===== src/rtl/spring_force_velocity_update_top_macros.svh =====
// Assertion macros for the spring force velocity update block.
// Used by spring_force_velocity_update_top; depends on nothing else.
`ifndef SPRING_FORCE_VELOCITY_UPDATE_TOP_MACROS_SVH
`define SPRING_FORCE_VELOCITY_UPDATE_TOP_MACROS_SVH

// Same-cycle implication, off while reset is held
`define SFVU_ASSERT_NOW(lbl, clk, rst_n, ante, cons, msg) \
    lbl: assert property (@(posedge clk) disable iff (!(rst_n)) (ante) |-> (cons)) \
        else $error(msg);

// Next-cycle implication, off while reset is held
`define SFVU_ASSERT_NEXT(lbl, clk, rst_n, ante, cons, msg) \
    lbl: assert property (@(posedge clk) disable iff (!(rst_n)) (ante) |=> (cons)) \
        else $error(msg);

`endif


===== src/rtl/sfvu_pkg.sv =====
// Shared widths, register indexes and sideband structs for the spring force pipeline.
// No dependencies; used by sfvu_isqrt, sfvu_div and the top level.
package sfvu_pkg;

    localparam int MAG_W   = 33;  // |dx|, |dy|
    localparam int SQ_W    = 66;  // dx^2 + dy^2
    localparam int ROOT_W  = 33;  // distance
    localparam int REM_W   = 35;  // square root remainder
    localparam int P_W     = 34;  // divider partial remainder
    localparam int Q_W     = 17;  // unit vector component, Q1.16 up to 1.0
    localparam int FORCE_W = 49;  // force magnitude
    localparam int CL_W    = 24;  // low slice of force component for gain multiply
    localparam int DELTA_W = 41;  // clamped velocity delta magnitude
    localparam int SUM_W   = 43;  // velocity plus signed delta

    localparam logic [DELTA_W-1:0] DELTA_CAP = DELTA_W'(1) << (DELTA_W - 1);

    typedef enum logic [0:0] {
        CFG_SIM_ENABLE   = 1'b0,
        CFG_DAMPING_GAIN = 1'b1
    } t_cfg_idx;

    // Geometry phase: carried alongside the squares and the root
    typedef struct packed {
        logic               en;
        logic               apin;
        logic               bpin;
        logic               zero;
        logic               neg_x;
        logic               neg_y;
        logic signed [31:0] avx;
        logic signed [31:0] avy;
        logic signed [31:0] bvx;
        logic signed [31:0] bvy;
        logic [30:0]        rest;
        logic signed [31:0] stiff;
        logic [MAG_W-1:0]   mdx;
        logic [MAG_W-1:0]   mdy;
    } t_geom;

    // Force phase: neg_x/neg_y are final delta signs
    typedef struct packed {
        logic               en;
        logic               apin;
        logic               bpin;
        logic               zero;
        logic               neg_x;
        logic               neg_y;
        logic signed [31:0] avx;
        logic signed [31:0] avy;
        logic signed [31:0] bvx;
        logic signed [31:0] bvy;
        logic [FORCE_W-1:0] frc;
    } t_kin;

endpackage


===== src/rtl/sfvu_isqrt.sv =====
// Pipelined integer square root, one result bit per stage, with a sideband word.
// Depends on sfvu_pkg.
module sfvu_isqrt #(
    parameter int SB_W = 8
) (
    input  logic                        i_clk,
    input  logic                        i_rst_n,
    input  logic                        i_en,
    input  logic                        i_vld,
    input  logic [sfvu_pkg::SQ_W-1:0]   i_rad,
    input  logic [SB_W-1:0]             i_sb,
    output logic                        o_vld,
    output logic [sfvu_pkg::ROOT_W-1:0] o_root,
    output logic [SB_W-1:0]             o_sb
);

    localparam int N  = sfvu_pkg::ROOT_W;
    localparam int RW = sfvu_pkg::REM_W;
    localparam int SW = sfvu_pkg::SQ_W;

    logic                r_vld  [N];
    logic [N-1:0]        r_root [N];
    logic [SB_W-1:0]     r_sb   [N];
    logic [SW-1:0]       r_rad  [N-1];
    logic [RW-1:0]       r_rem  [N-1];

    logic                w_vld  [N];
    logic [N-1:0]        w_root [N];
    logic [SB_W-1:0]     w_sb   [N];
    logic [SW-1:0]       w_rad  [N];
    logic [RW-1:0]       w_rem  [N];

    logic [N-1:0]        n_root [N];
    logic [SW-1:0]       n_rad  [N];
    logic [RW-1:0]       n_rem  [N];

    // stage inputs
    always_comb begin
        w_vld[0]  = i_vld;
        w_root[0] = '0;
        w_sb[0]   = i_sb;
        w_rad[0]  = i_rad;
        w_rem[0]  = '0;
        for (int k = 1; k < N; k++) begin
            w_vld[k]  = r_vld[k-1];
            w_root[k] = r_root[k-1];
            w_sb[k]   = r_sb[k-1];
            w_rad[k]  = r_rad[k-1];
            w_rem[k]  = r_rem[k-1];
        end
    end

    // one restoring step per stage: bring down the top bit pair, try root*4+1
    always_comb begin
        logic [RW:0] acc;
        logic [RW:0] trial;
        logic        ge;
        for (int k = 0; k < N; k++) begin
            acc       = {w_rem[k][RW-2:0], w_rad[k][SW-1 -: 2]};
            trial     = (RW+1)'({w_root[k], 2'b01});
            ge        = (acc >= trial);
            n_rem[k]  = ge ? RW'(acc - trial) : RW'(acc);
            n_root[k] = {w_root[k][N-2:0], ge};
            n_rad[k]  = {w_rad[k][SW-3:0], 2'b00};
        end
    end

    always_ff @(posedge i_clk) begin
        if (!i_rst_n) begin
            for (int k = 0; k < N; k++) r_vld[k] <= 1'b0;
        end else if (i_en) begin
            for (int k = 0; k < N; k++) r_vld[k] <= w_vld[k];
        end
    end

    always_ff @(posedge i_clk) begin
        if (i_en) begin
            for (int k = 0; k < N; k++) begin
                r_root[k] <= n_root[k];
                r_sb[k]   <= w_sb[k];
            end
            for (int k = 0; k < N-1; k++) begin
                r_rad[k] <= n_rad[k];
                r_rem[k] <= n_rem[k];
            end
        end
    end

    assign o_vld  = r_vld[N-1];
    assign o_root = r_root[N-1];
    assign o_sb   = r_sb[N-1];

endmodule


===== config.mk =====
export PLATFORM = sky130hd
export DESIGN_NAME = sfvu_isqrt
export DESIGN_NICKNAME = d
export VERILOG_FILES = /design/src/rtl/spring_force_velocity_update_top_macros.svh /design/src/rtl/sfvu_pkg.sv /design/src/rtl/sfvu_isqrt.sv
export SDC_FILE = /design/constraint.sdc
export NUM_CORES = 2
export LEC_CHECK = 0
export BUFFER_PORTS_ARGS = -buffer_cell sky130_fd_sc_hd__buf_2
export CAP_MARGIN = 25
export CORE_MARGIN = 4
export CORE_UTILIZATION = 40
export CTS_BUF_LIST = sky130_fd_sc_hd__clkbuf_4 sky130_fd_sc_hd__clkbuf_8 sky130_fd_sc_hd__clkbuf_16
export CTS_CLUSTER_DIAMETER = 60
export DETAILED_ROUTE_END_ITERATION = 8
export GPL_ROUTABILITY_DRIVEN = 1
export PLACE_DENSITY = 0.59
export SYNTH_ARGS = -nofsm -noshare
export SYNTH_HDL_FRONTEND = slang
export SYNTH_MEMORY_MAX_BITS = 65536
export SYNTH_SLANG_ARGS = --single-unit

===== constraint.sdc =====
create_clock -name i_clk -period 3.75 [get_ports i_clk]
set_input_delay 0.375 -clock i_clk [delete_from_list [all_inputs] [get_ports i_clk]]
set_output_delay 0.375 -clock i_clk [all_outputs]
set_load 0.02 [all_outputs]

==> summary.md <==
| Metric | Value |
|---|---|
| Outcome | complete, no violations |
| Antenna-violating nets left | 0 |
| Period utilization | 97.5% |
| Synth-to-layout area growth | 14.8% |
| Final-report hold violation count | 0 |
| # nets final | 11,200 |
| Data required, critical path | 4390 ps |
| Clk_lat worst skew | 900 ps |
| Die area | 342,000 sq um |
| Synth unique cells | 92 |
| DRT iter0 DRCs | 5,478 |
| Final setup fails | 0 |
| Largest stage delay, worst path | 560 ps |
| GRT Overall Usage | 15.4% |
| Comb pwr share | 19.6% |
| Die span in y | 585 um |
| Cells after Synth | 9,981 |
| Switching Share | 28.0% |
| Ys async rst share | 0% |
| Slowest CP cell | or4_4 |
| CTS H-tree lvls | 5 |
| First-pass GRT wire length | 428,000 um |
| Part of the power in the clock network | 34.5% |
| CTS tree | done |
| Tightest Pin Transition | 884 ps |
| Synth Net Count | 10,700 |
| Largest net degree at the start of global routing | 155 |
| Commonest non-fill, non-tap cell in the layout | edfxtp_1 |
| Starting density of the core | 40.3% |
| Routed vias/inst | 5.18 |
| Drt drc | 0 |
| Crit path cell chain | or4_4 > or4b_1 > or3_1 > or3_4 > a2111oi_1 > a21o_2 > inv_2 > nand3_2 > nor2_1 > xor2_1 |
| Root Buffer | clkbuf_16 |
| Peak supply drop | 0.469 mV |
| FP Rows | 211 |
| Slew Limit Headroom | 41.1% |
| Period minus WS final | 3660 ps |
| Core area | 331,000 sq um |
| DR WL/cell | 17.8 um |
| Layout cell share with drive strength beyond 1 | 10.3% |
| Most frequent cells in the layout | 2,951 x edfxtp_1, 747 x inv_1, 686 x nand2_1 |
| CP arrival | 4300 ps |
| DR vias | 78,600 |
| Ys flop type | edfxtp_1 |
| Grt met2 use | 27.0% |
| Hold WS | 122 ps |
| Crit path kind | reg2reg |
| Number of port buffers | 119 |
| Clock Sink Count | 2,951 |
| CP Capture Type | flip-flop |
| Met3 usage | 2.06% |
| DP Wirelength | 192,000 um |
| CP top delay family | simple AND/OR/NAND/NOR gates |
| Initial antenna violation count | 2 |
| Global routing met1 resource utilization | 19.5% |
| CTS buffer count | 341 |
| CP max FO | 7 |
| Synth Register Bits | 2,951 |
| Int Power | 0.0692 W |
| Routed WL | 270,000 um |
| Clock skew | 62.3 ps |
| Max Cap Viol | 0 |
| Top Ports | 120 |
| Yosys synthesis warning count | 0 |
| GR peak layer | met2 |
| Number of synthesized flops with an enable pin | 2,951 |
| Critical path buffers and inverters | 1 |
| Psw | 0.0269 W |
| Final GP Congestion | 0.894 |
| Finished Layout Cells | 15,200 |
| Max Clock Freq | 0.274 GHz |
| Hold crit path type | in2reg |
| Width of the die | 585 um |
| Synth Area per Inst | 13.3 sq um |
| Leakage | 57.9 nW |
| Placed cells | 14,500 |
| Post-Syn Area | 133,000 sq um |
| Final Max Slew Viols | 0 |
| Deepest clock path buffer count | 4 |
| Vias in the first global route | 78,500 |
| Flop pwr share | 45.9% |
| CTS clk-pin slew, worst paths | 60 ps |
| Pwr per Cell Area | 629 nW/um^2 |
| CP Launch Type | flip-flop |
| Detailed Routing Iterations Pass 1 | 6 |
| Sequential cell area fraction in the yosys report | 66.6% |
| Global route total overflow | 0 |
[synth_stat cells, drive strengths merged, types with 16 or more instances]
| cell type | number | area (sq um) |
|---|---|---|
| a31oi | 64 | 400 |
| nand3 | 167 | 841 |
| nor4 | 131 | 832 |
| clkbuf | 162 | 608 |
| xnor2 | 440 | 3850 |
| nand2b | 128 | 811 |
| and4 | 17 | 149 |
| nor2b | 83 | 519 |
| buf | 44 | 239 |
| mux2 | 83 | 935 |
| nor2 | 595 | 2240 |
| a21o | 222 | 1670 |
| or4 | 70 | 541 |
| edfxtp | 2951 | 88600 |
| or3 | 72 | 450 |
| ha | 596 | 7460 |
| nand3b | 24 | 180 |
| o21bai | 62 | 465 |
| a211oi | 51 | 383 |
| and3 | 66 | 413 |
| o21ai | 518 | 2590 |
| a31o | 16 | 140 |
| o21a | 101 | 758 |
| a21oi | 627 | 3140 |
| xor2 | 456 | 3990 |
| o31ai | 42 | 315 |
| o22ai | 16 | 100 |
| inv | 752 | 2820 |
| and2 | 32 | 200 |
| nor3 | 227 | 1140 |
| a211o | 20 | 175 |
| nor3b | 20 | 150 |
| nand4 | 115 | 719 |
| a21boi | 21 | 158 |
| o211ai | 57 | 433 |
| nand2 | 686 | 2570 |
| or2 | 41 | 257 |
[sequential cells by signal (all words and copies together) (netlist names)]
| register | flops |
|---|---|
| r_vld | 33 |
| r_root | 561 |
| r_sb | 264 |
| r_rem | 1037 |
| r_rad | 1056 |
[routing by layer]
metal  part of all wire, %  vias to the layer above
li1                      -                    38200
met1                    42                    38100
met2                    50                     1728
met3                   4.1                      613
met4                   3.9                        0
met5                     0                        -
[through the flow]
stage | setup WS [ps] | total power [W] | setup TNS, ps | utilization (%) | area (sq um)
2_1_floorplan | 296 | 0.0572 | 0 | - | 133000
3_3_place_gp | -221 | 0.0631 | -221 | 42.5 | 141000
3_5_place_dp | 2.37 | 0.0634 | 0 | 42.5 | 141000
4_1_cts | 4.90 | 0.0973 | 0 | 46.2 | 153000
5_1_grt | -5.74 | 0.101 | -5.74 | 46.2 | 153000
6_report | 94.4 | 0.0961 | 0 | 46.2 | 153000
[worst paths after layout]
| path | slack [ps] | from | depth (start not counted) | end |
|---|---|---|---|---|
| max | 90 | r_rem[0][442]$_DFFE_PP_ | 10 | r_rem[0][488]$_DFFE_PP_ |
| min | 120 | i_rst_n | 2 | r_vld[0][13]$_SDFFCE_PN0P_ |
| max reg2reg | 90 | r_rem[0][442]$_DFFE_PP_ | 10 | r_rem[0][488]$_DFFE_PP_ |
| min reg2reg | 400 | r_sb[0][25]$_DFFE_PP_ | 0 | r_sb[0][33]$_DFFE_PP_ |
[kinds of logic (layout without fill, tap and decap cells)]
kind of cell / Yosys count / in the layout / share of synthesized area, %
xor+xnor: 896 / 896 / 5.89
simple gates: 2518 / 2518 / 9.33
other cells: 1 / 5 / 0.00282
mux: 93 / 93 / 0.777
fa+ha+maj: 596 / 596 / 5.60
flops: 2951 / 2951 / 66.6
buf+inv: 960 / 1793 / 2.76
compound gates: 1966 / 1966 / 9.08
[power groups by stage]
| stage | clock network, W | registers, W | logic [W] |
|---|---|---|---|
| after floorplan | 0 | 0.0436 | 0.0136 |
| after global placement | 0 | 0.0448 | 0.0183 |
| after detailed placement | 0 | 0.0448 | 0.0186 |
| after CTS | 0.0344 | 0.0442 | 0.0188 |
| after global routing | 0.0359 | 0.0445 | 0.0210 |
| final | 0.0331 | 0.0441 | 0.0189 |
[area by class of cell]
cell class | instances | area (sq um)
Antenna cell | 4 | 10.0
Clock buffer | 410 | 9160
Clock inverter | 210 | 2290
Fill cell | 29000 | 178000
Inverter | 754 | 2830
Multi-Input combinational cell | 6070 | 41000
Sequential cell | 2951 | 88600
Tap cell | 4366 | 5460
Timing Repair Buffer | 419 | 3510
[repair_timing]
item                       CTS  global route
pin swaps                    0             2
hold endpoints to repair   115             0
buffers inserted             0             4
hold buffers                77             0
gates resized for setup      1            20
setup endpoints to repair    2            82
No activity file was read; power rests on OpenSTA's default activity.
